--- src/design/mfipr_pkg.sv ---
package mfipr_pkg;

	localparam int WIN_SIZE = 16;
	localparam int WIN_AW   = (WIN_SIZE > 1) ? $clog2(WIN_SIZE) : 1;
	localparam int RANK_W   = WIN_AW;
	localparam int LO_RANK  = WIN_SIZE / 2 - 1;
	localparam int HI_RANK  = WIN_SIZE / 2;

	localparam int SAMPLE_W = 12;
	localparam int SETPT_W  = 12;
	localparam int GAIN_W   = 8;
	localparam int DUTY_W   = 20;
	localparam int SLOPE_W  = 16;
	localparam int OFFS_W   = 8;
	localparam int PWM_W    = 11;
	localparam int MV_W     = 13;
	localparam int CFG_IW   = 3;

	localparam int PROD_W   = SLOPE_W + SAMPLE_W;
	localparam int CAL_SH   = 16;
	localparam int ERR_W    = MV_W + 1;
	localparam int TERM_W   = GAIN_W + 1 + ERR_W;
	localparam int SUM_W    = TERM_W + 1;

	localparam int DUTY_DIV = 1000;
	localparam int DIV_SH   = 30;
	localparam int DIV_MUL  = ((2 ** DIV_SH) + DUTY_DIV - 1) / DUTY_DIV;
	localparam int DIVM_W   = 21;
	localparam int DIVP_W   = DUTY_W + DIVM_W;

	localparam logic [DUTY_W-1:0] ACC_RESET = DUTY_W'(512000);
	localparam logic [PWM_W-1:0]  PWM_MAX   = PWM_W'(((2 ** DUTY_W) - 1) / DUTY_DIV);
	localparam logic [MV_W-1:0]   MV_MAX    =
		MV_W'(((((2 ** SLOPE_W) - 1) * ((2 ** SAMPLE_W) - 1) + 32768) >> CAL_SH)
		+ (2 ** OFFS_W) - 1);

	typedef enum logic [CFG_IW-1:0] {
		REG_SETPOINT = 3'd0,
		REG_GAIN     = 3'd1,
		REG_DUTY_MIN = 3'd2,
		REG_DUTY_MAX = 3'd3,
		REG_SLOPE    = 3'd4,
		REG_OFFSET   = 3'd5
	} cfg_idx_t;

	typedef struct packed {
		logic [SETPT_W-1:0] setpoint_mv;
		logic [GAIN_W-1:0]  loop_gain;
		logic [DUTY_W-1:0]  duty_min;
		logic [DUTY_W-1:0]  duty_max;
		logic [SLOPE_W-1:0] cal_slope;
		logic [OFFS_W-1:0]  cal_offset;
	} cfg_t;

	typedef enum logic [3:0] {
		ST_IDLE,
		ST_RANK,
		ST_AVG,
		ST_MUL,
		ST_CAL,
		ST_ERR,
		ST_ACC,
		ST_DIV,
		ST_LOAD
	} state_t;

	typedef struct packed {
		logic sample_wr;
		logic rank_step;
		logic avg;
		logic mul;
		logic cal;
		logic err;
		logic acc;
		logic div;
		logic load;
	} cmd_t;

	typedef struct packed {
		logic rank_last;
	} status_t;

endpackage

--- src/design/mfipr_cfg.sv ---
module mfipr_cfg import mfipr_pkg::*; (
	input  logic              clk,
	input  logic              arst_n,
	input  logic              cfg_valid,
	output logic              cfg_ready,
	input  logic [CFG_IW-1:0] cfg_index,
	input  logic [DUTY_W-1:0] cfg_data,
	output cfg_t              cfg
);

	cfg_t cfg_q;

	assign cfg_ready = 1'b1;
	assign cfg       = cfg_q;

	always_ff @(posedge clk or negedge arst_n) begin
		if (!arst_n) begin
			cfg_q.setpoint_mv <= SETPT_W'(550);
			cfg_q.loop_gain   <= GAIN_W'(5);
			cfg_q.duty_min    <= DUTY_W'(51200);
			cfg_q.duty_max    <= DUTY_W'(921600);
			cfg_q.cal_slope   <= SLOPE_W'(17604);
			cfg_q.cal_offset  <= OFFS_W'(75);
		end else if (cfg_valid && cfg_ready) begin
			case (cfg_idx_t'(cfg_index))
				REG_SETPOINT: cfg_q.setpoint_mv <= cfg_data[SETPT_W-1:0];
				REG_GAIN:     cfg_q.loop_gain   <= cfg_data[GAIN_W-1:0];
				REG_DUTY_MIN: cfg_q.duty_min    <= cfg_data;
				REG_DUTY_MAX: cfg_q.duty_max    <= cfg_data;
				REG_SLOPE:    cfg_q.cal_slope   <= cfg_data[SLOPE_W-1:0];
				REG_OFFSET:   cfg_q.cal_offset  <= cfg_data[OFFS_W-1:0];
				default: ;
			endcase
		end
	end

endmodule

--- src/design/mfipr_ctrl.sv ---
module mfipr_ctrl import mfipr_pkg::*; (
	input  logic    clk,
	input  logic    arst_n,
	input  logic    in_valid,
	output logic    in_stall,
	output logic    out_valid,
	input  logic    out_stall,
	input  status_t st,
	output cmd_t    cmd
);

	state_t state_q, state_next;
	logic   out_valid_q;
	logic   can_load;

	// The output register may be refilled in the same cycle its transaction completes.
	assign can_load  = !out_valid_q || !out_stall;
	assign out_valid = out_valid_q;
	assign in_stall  = (state_q != ST_IDLE);

	always_comb begin
		state_next = state_q;
		case (state_q)
			ST_IDLE: if (in_valid) state_next = ST_RANK;
			ST_RANK: if (st.rank_last) state_next = ST_AVG;
			ST_AVG:  state_next = ST_MUL;
			ST_MUL:  state_next = ST_CAL;
			ST_CAL:  state_next = ST_ERR;
			ST_ERR:  state_next = ST_ACC;
			ST_ACC:  state_next = ST_DIV;
			ST_DIV:  state_next = ST_LOAD;
			ST_LOAD: if (can_load) state_next = ST_IDLE;
			default: state_next = ST_IDLE;
		endcase
	end

	always_comb begin
		cmd = '0;
		case (state_q)
			ST_IDLE: cmd.sample_wr = in_valid;
			ST_RANK: cmd.rank_step = 1'b1;
			ST_AVG:  cmd.avg = 1'b1;
			ST_MUL:  cmd.mul = 1'b1;
			ST_CAL:  cmd.cal = 1'b1;
			ST_ERR:  cmd.err = 1'b1;
			ST_ACC:  cmd.acc = 1'b1;
			ST_DIV:  cmd.div = 1'b1;
			ST_LOAD: cmd.load = can_load;
			default: cmd = '0;
		endcase
	end

	always_ff @(posedge clk or negedge arst_n) begin
		if (!arst_n) begin
			state_q     <= ST_IDLE;
			out_valid_q <= 1'b0;
		end else begin
			state_q <= state_next;
			if (cmd.load) begin
				out_valid_q <= 1'b1;
			end else if (out_valid_q && !out_stall) begin
				out_valid_q <= 1'b0;
			end
		end
	end

endmodule

--- src/design/mfipr_dp.sv ---
module mfipr_dp import mfipr_pkg::*; (
	input  logic                clk,
	input  logic                arst_n,
	input  cmd_t                cmd,
	output status_t             st,
	input  cfg_t                cfg,
	input  logic [SAMPLE_W-1:0] raw_sample,
	output logic [PWM_W-1:0]    pwm_duty,
	output logic [MV_W-1:0]     sensed_mv,
	output logic [SAMPLE_W-1:0] median_raw
);

	logic [SAMPLE_W-1:0]      win_q [WIN_SIZE];
	logic [WIN_AW-1:0]        wr_pos_q;
	logic [WIN_AW-1:0]        rank_idx_q;
	logic [SAMPLE_W-1:0]      lo_q, hi_q;
	logic [SAMPLE_W-1:0]      median_q;
	logic [PROD_W-1:0]        prod_q;
	logic [MV_W-1:0]          mv_q;
	logic signed [TERM_W-1:0] term_q;
	logic [DUTY_W-1:0]        acc_q;
	logic [DIVP_W-1:0]        divp_q;
	logic [PWM_W-1:0]         pwm_q;
	logic [MV_W-1:0]          mv_out_q;
	logic [SAMPLE_W-1:0]      med_out_q;

	logic [SAMPLE_W-1:0]      cand;
	logic [WIN_SIZE-1:0]      below;
	logic [RANK_W-1:0]        cand_rank;
	logic [SAMPLE_W:0]        mid_sum;
	logic [PROD_W:0]          prod_rnd;
	logic signed [ERR_W-1:0]  err;
	logic signed [SUM_W-1:0]  sum;
	logic signed [SUM_W-1:0]  clamped;

	assign st.rank_last = (rank_idx_q == WIN_AW'(WIN_SIZE - 1));
	assign cand         = win_q[rank_idx_q];

	// Ties are broken by position, so every element gets a distinct rank.
	always_comb begin
		for (int j = 0; j < WIN_SIZE; j++) begin
			below[j] = (win_q[j] < cand) ||
				((win_q[j] == cand) && (WIN_AW'(j) < rank_idx_q));
		end
	end

	assign cand_rank = RANK_W'($countones(below));
	assign mid_sum   = {1'b0, lo_q} + {1'b0, hi_q};
	assign prod_rnd  = {1'b0, prod_q} + (PROD_W+1)'(32768);
	assign err       = $signed({{(ERR_W-SETPT_W){1'b0}}, cfg.setpoint_mv})
		- $signed({1'b0, mv_q});

	always_comb begin
		sum = $signed({{(SUM_W-DUTY_W){1'b0}}, acc_q}) + SUM_W'(term_q);
		clamped = sum;
		if (clamped > $signed({{(SUM_W-DUTY_W){1'b0}}, cfg.duty_max})) begin
			clamped = $signed({{(SUM_W-DUTY_W){1'b0}}, cfg.duty_max});
		end
		if (clamped < $signed({{(SUM_W-DUTY_W){1'b0}}, cfg.duty_min})) begin
			clamped = $signed({{(SUM_W-DUTY_W){1'b0}}, cfg.duty_min});
		end
	end

	always_ff @(posedge clk or negedge arst_n) begin
		if (!arst_n) begin
			for (int i = 0; i < WIN_SIZE; i++) begin
				win_q[i] <= '0;
			end
			wr_pos_q <= '0;
			acc_q    <= ACC_RESET;
		end else begin
			if (cmd.sample_wr) begin
				win_q[wr_pos_q] <= raw_sample;
				if (wr_pos_q == WIN_AW'(WIN_SIZE - 1)) begin
					wr_pos_q <= '0;
				end else begin
					wr_pos_q <= wr_pos_q + WIN_AW'(1);
				end
			end
			if (cmd.acc) begin
				acc_q <= clamped[DUTY_W-1:0];
			end
		end
	end

	always_ff @(posedge clk) begin
		if (cmd.sample_wr) begin
			rank_idx_q <= '0;
		end else if (cmd.rank_step) begin
			if (cand_rank == RANK_W'(LO_RANK)) lo_q <= cand;
			if (cand_rank == RANK_W'(HI_RANK)) hi_q <= cand;
			rank_idx_q <= rank_idx_q + WIN_AW'(1);
		end
		if (cmd.avg) median_q <= mid_sum[SAMPLE_W:1];
		if (cmd.mul) prod_q <= PROD_W'(cfg.cal_slope) * PROD_W'(median_q);
		if (cmd.cal) begin
			mv_q <= MV_W'(prod_rnd[PROD_W:CAL_SH]) + MV_W'(cfg.cal_offset);
		end
		if (cmd.err) term_q <= TERM_W'($signed({1'b0, cfg.loop_gain})) * TERM_W'(err);
		// Division by the duty divisor as a multiplication by its rounded-up reciprocal,
		// exact for every accumulator value.
		if (cmd.div) divp_q <= DIVP_W'(acc_q) * DIVP_W'(DIV_MUL);
		if (cmd.load) begin
			pwm_q     <= divp_q[DIV_SH +: PWM_W];
			mv_out_q  <= mv_q;
			med_out_q <= median_q;
		end
	end

	assign pwm_duty   = pwm_q;
	assign sensed_mv  = mv_out_q;
	assign median_raw = med_out_q;

endmodule

--- src/design/median_filtered_integral_pwm_regulator.sv ---
// After the sample's transaction, the block ranks the window elements one at a time, then
// forms the median, calibrates it and updates the duty accumulator before the result is valid.
// Input stall is high from a sample's acceptance until its result is loaded.
// The output register holds a result until taken while the next sample is accepted.
// Reset (arst_n, asynchronous, active low) clears the window to zero, the write position,
// the duty accumulator to 512000 and the registers to their defaults.
module median_filtered_integral_pwm_regulator import mfipr_pkg::*; (
	input  logic                clk,
	input  logic                arst_n,
	input  logic                in_valid,
	output logic                in_stall,
	input  logic [SAMPLE_W-1:0] raw_sample,
	output logic                out_valid,
	input  logic                out_stall,
	output logic [PWM_W-1:0]    pwm_duty,
	output logic [MV_W-1:0]     sensed_mv,
	output logic [SAMPLE_W-1:0] median_raw,
	input  logic                cfg_valid,
	output logic                cfg_ready,
	input  logic [CFG_IW-1:0]   cfg_index,
	input  logic [DUTY_W-1:0]   cfg_data
);

	cfg_t    cfg;
	cmd_t    cmd;
	status_t st;

	mfipr_cfg u_cfg (
		.clk       (clk),
		.arst_n    (arst_n),
		.cfg_valid (cfg_valid),
		.cfg_ready (cfg_ready),
		.cfg_index (cfg_index),
		.cfg_data  (cfg_data),
		.cfg       (cfg)
	);

	mfipr_ctrl u_ctrl (
		.clk       (clk),
		.arst_n    (arst_n),
		.in_valid  (in_valid),
		.in_stall  (in_stall),
		.out_valid (out_valid),
		.out_stall (out_stall),
		.st        (st),
		.cmd       (cmd)
	);

	mfipr_dp u_dp (
		.clk        (clk),
		.arst_n     (arst_n),
		.cmd        (cmd),
		.st         (st),
		.cfg        (cfg),
		.raw_sample (raw_sample),
		.pwm_duty   (pwm_duty),
		.sensed_mv  (sensed_mv),
		.median_raw (median_raw)
	);

	// Once a sample is taken, no further sample is accepted until its work is done.
	a_one_in_flight: assert property (@(posedge clk) disable iff (!arst_n)
		in_valid && !in_stall |=> in_stall)
		else $error("sample accepted while another was in progress");

	a_pwm_range: assert property (@(posedge clk) disable iff (!arst_n)
		out_valid |-> pwm_duty <= PWM_MAX)
		else $error("duty quotient out of range");

	a_mv_range: assert property (@(posedge clk) disable iff (!arst_n)
		out_valid |-> sensed_mv <= MV_MAX)
		else $error("calibrated voltage out of range");

endmodule

--- config.mk ---
export PLATFORM = sky130hd
export DESIGN_NAME = median_filtered_integral_pwm_regulator
export DESIGN_NICKNAME = d
export VERILOG_FILES = /design/src/design/mfipr_pkg.sv /design/src/design/mfipr_cfg.sv /design/src/design/mfipr_ctrl.sv /design/src/design/mfipr_dp.sv /design/src/design/median_filtered_integral_pwm_regulator.sv
export SDC_FILE = /design/constraint.sdc
export NUM_CORES = 2
export LEC_CHECK = 0
export BUFFER_PORTS_ARGS = -buffer_cell sky130_fd_sc_hd__buf_2
export CORE_MARGIN = 5
export CORE_UTILIZATION = 50
export CTS_CLUSTER_DIAMETER = 120
export DETAILED_ROUTE_END_ITERATION = 8
export GPL_ROUTABILITY_DRIVEN = 0
export GPL_TIMING_DRIVEN = 0
export HOLD_SLACK_MARGIN = 0.06
export PLACE_DENSITY = 0.63
export SLEW_MARGIN = 10
export SYNTH_ARGS = -nofsm -noshare
export SYNTH_HDL_FRONTEND = slang
export SYNTH_SLANG_ARGS = --single-unit
--- constraint.sdc ---
create_clock -name clk -period 20.2 [get_ports clk]
set_input_delay 2.02 -clock clk [delete_from_list [all_inputs] [get_ports clk]]
set_output_delay 2.02 -clock clk [all_outputs]
set_load 0.1 [all_outputs]
==> summary.md <==
| Metric | Value |
|---|---|
| GR met3 Demand/Resource | under 10% |
| Nets | 4797 |
| Die Y-Extent | 294 um |
| Site Rows | roughly 100 |
| Worst-path clk slew | 60 ps |
| Critical path's slowest cell | buf_1 |
| 1st-pass router iterations | 4 |
| Cell mode on critical path | fa_1 |
| CP Max Fanout | 16 |
| Pre-CTS WS | 9940 ps |
| Sequential area share after synthesis | between 20% and 30% |
| Chip width | between 200 and 300 um |
| #FFs+latches synth | between 400 and 500 |
| Register area | between 10000 and 15000 um^2 |
| Fmax | about 0.097 GHz |
| Met1 Track Usage GR | between 30% and 40% |
| Setup_tns | 0 ps |
| Clk_skew | ~57 ps |
| CP Class | flop to flop |
| Clock root buffer | clkbuf_16 |
| Multi-input logic area | 26100 um^2 |
| Total wire length | between 100 and 150 mm |
| DRT antenna net count | 0 |
| Initial Util | roughly half |
| Tot GR Track Use | 23.5% |
| Top cells by area, synth | ha_1 (18%), dfrtp_1 (17%), fa_1 (16%) |
| Pins Over Slew Limit | 0 |
| Syn Nets | about 4700 |
| Num CTS Buffers | 50 |
| Via Count | between 20000 and 30000 |
| Initial antenna violation count | 5 |
| Vias in the first global route | between 20000 and 30000 |
| Final HPWL DP | between 80 and 90 mm |
| Boundary Pins | 79 |
| Worst EP required | around 21000 ps |
| Iter 0 DRT Violations | 1614 |
| Final WS setup | between 9000 and 10000 ps |
| Yosys top cell by area | ha_1 |
| Yosys warns | 0 |
| RSZ-0062 raised after global routing | no |
| Crit end category | flop |
| Avg Inst Size Synth | between 10 and 15 um^2 |
| Non-filler cells, final | approximately 5000 |
| Critical Path Max Stage Delay | approximately 890 ps |
| PostCTS Resize Cnt | 0 |
| IO Port Bufs | between 70 and 80 |
| Final Hold Fails | 0 |
| Core box area | ~80000 um^2 |
| Slew at the pin with the worst max-slew slack | ~1300 ps |
| Post-synth EDFFs | 132 |
| Hold WC Path Type | flop to flop |
| First-pass GRT wire length | ~160 mm |
| Fillers | ~7100 |
| DR vias/cell | ~5.5 |
| Post-CTS Hold Fix Bufs | 0 |
| Slew margin rel. | around 16% |
| Routed wire length per instance | 20.3 um |
| Clk_lat worst skew | around 630 ps |
| # DRC | 0 |
| Synth top area share | between 15 and 20% |
| Top FF cell, synth | dfrtp_1 |
| Worst Path Arrival | roughly 11000 ps |
| Gate Count Post-Synth | between 3000 and 4000 |
| Post-route clock period utilization | about half |
| Inst Count DP | between 4000 and 5000 |
| CTS Sinks | roughly 440 |
| Share of cells above drive strength 1 | between 10% and 20% |
| CP Launch Type | flop |
| Grt met2 use | 36.8% |
| Status | completed |
| Setup-failing EPs final | 0 |
| TritonCTS clock tree | done |
| Mapped Area | 40400 um^2 |
| Grt ovf | 0 |
| Area growth from synthesis to layout | 9.18% |
| Max-cap violations | 0 |
| Die area | roughly 87000 um^2 |
| R2R Setup Slk | roughly 9900 ps |
| Finished Core Util | between 50% and 60% |
| Tmin final | approximately 10000 ps |
| Post-synth cell types | 76 |
| H-tree Lvls | 2 |
| Setup Fix Bufs, Post-CTS | 0 |
| FFs w/ async S/R, synth | between 60 and 70% |
| GR peak layer | met2 |
| Pin count of the biggest net entering global routing | slightly below 100 |
| CTS Buffer Depth | 3 |
## cells by family after synthesis
group,count (synthesis),synth area share (%)
DFF,441,29.0
other,1,0.00929
muxes,325,10.7
and+or+nand+nor,786,9.69
AOI/OAI and AO/OA,483,7.88
xor gates and xnor gates,99,2.15
buffers and inverters,674,6.34
adders and majority gates,905,34.2
## flip-flops by register name (all words and copies together) (netlist names), 13 cells and up
| register | cells |
|---|---|
| u_dp.acc_q | 20 |
| u_cfg.cfg | 84 |
| u_dp.prod_q | 13 |
| u_dp.sensed_mv | 13 |
| u_dp.win_q | 192 |
| u_dp.mv_q | 13 |
| u_dp.term_q | 23 |
## cells in the mapped netlist (60+ instances only)
cell,count
xnor2_1,76
a21o_1,80
clkbuf_1,81
fa_1,329
ha_1,576
mux2_2,263
mux4_2,60
dfrtp_1,277
and2_1,131
nor2_1,93
a21oi_1,115
nand2_1,278
o21ai_0,104
nand4_1,62
inv_1,563
edfxtp_1,132
## path summary, 6_finish.rpt
path	startpoint	endpoint	depth (start not counted)
min in group asynchronous	arst_n	u_dp.win_q[29]	1
max in group asynchronous	arst_n	u_cfg.cfg[15]	3
worst min register to register	u_dp.divp_q[33]	u_dp.pwm_duty[3]	0
worst max-delay path	u_dp.rank_idx_q[0]	u_dp.hi_q[4]	28
worst min-delay path	u_dp.divp_q[33]	u_dp.pwm_duty[3]	0
worst max register to register	u_dp.rank_idx_q[0]	u_dp.hi_q[4]	28
## per-stage QoR
step,instance area (um^2),hold WS (ps)
finish,44100,418
CTS,44100,420
detailed placement,42300,407
global placement,42100,401
global route,44100,422
floorplan,40400,400
## metal layers
layer	vias up	wire, um	share of wire, %
met5	-	0	0
met4	0	2350	2.3
met3	130	5830	5.8
met2	584	45300	45
met1	13772	46900	47
li1	12977	-	-
## worst max-delay path: cells and delay by family (launching register included)
family | cells | cell delay, ps
xor+xnor | 1 | 240
fa+ha+maj | 8 | 3110
compound gates | 5 | 900
mux | 2 | 1150
buf+inv | 7 | 3070
flops | 1 | 330
simple gates | 5 | 1100
## final cells by class
| cell class | instances | area share [%] |
|---|---|---|
| antenna | 4 | 0.0227 |
| buffer | 111 | 1.01 |
| clock buffer | 67 | 3.19 |
| clock inverter | 25 | 0.815 |
| inverter | 563 | 4.80 |
| multi-input combinational | 2599 | 59.3 |
| sequential | 441 | 26.6 |
| tap | 1060 | 3.01 |
| timing repair buffer | 86 | 1.27 |
## layout by cell type (no fill, tap or decap), types with 46 or more instances in the layout
cell type	instances
a21o_1	80
a21oi_1	114
and2_1	131
buf_2	79
clkbuf_1	90
clkbuf_16	51
dfrtp_1	277
edfxtp_1	132
fa_1	329
ha_1	576
inv_1	563
mux2_2	263
mux4_2	60
nand2_1	278
nand4_1	62
nor2_1	92
nor2b_1	53
nor3_1	46
o21ai_0	104
xnor2_1	76
Power is left out: the tool's default activity adds up to more than one toggle a clock period on the data nets, which glitch-free logic cannot reach.
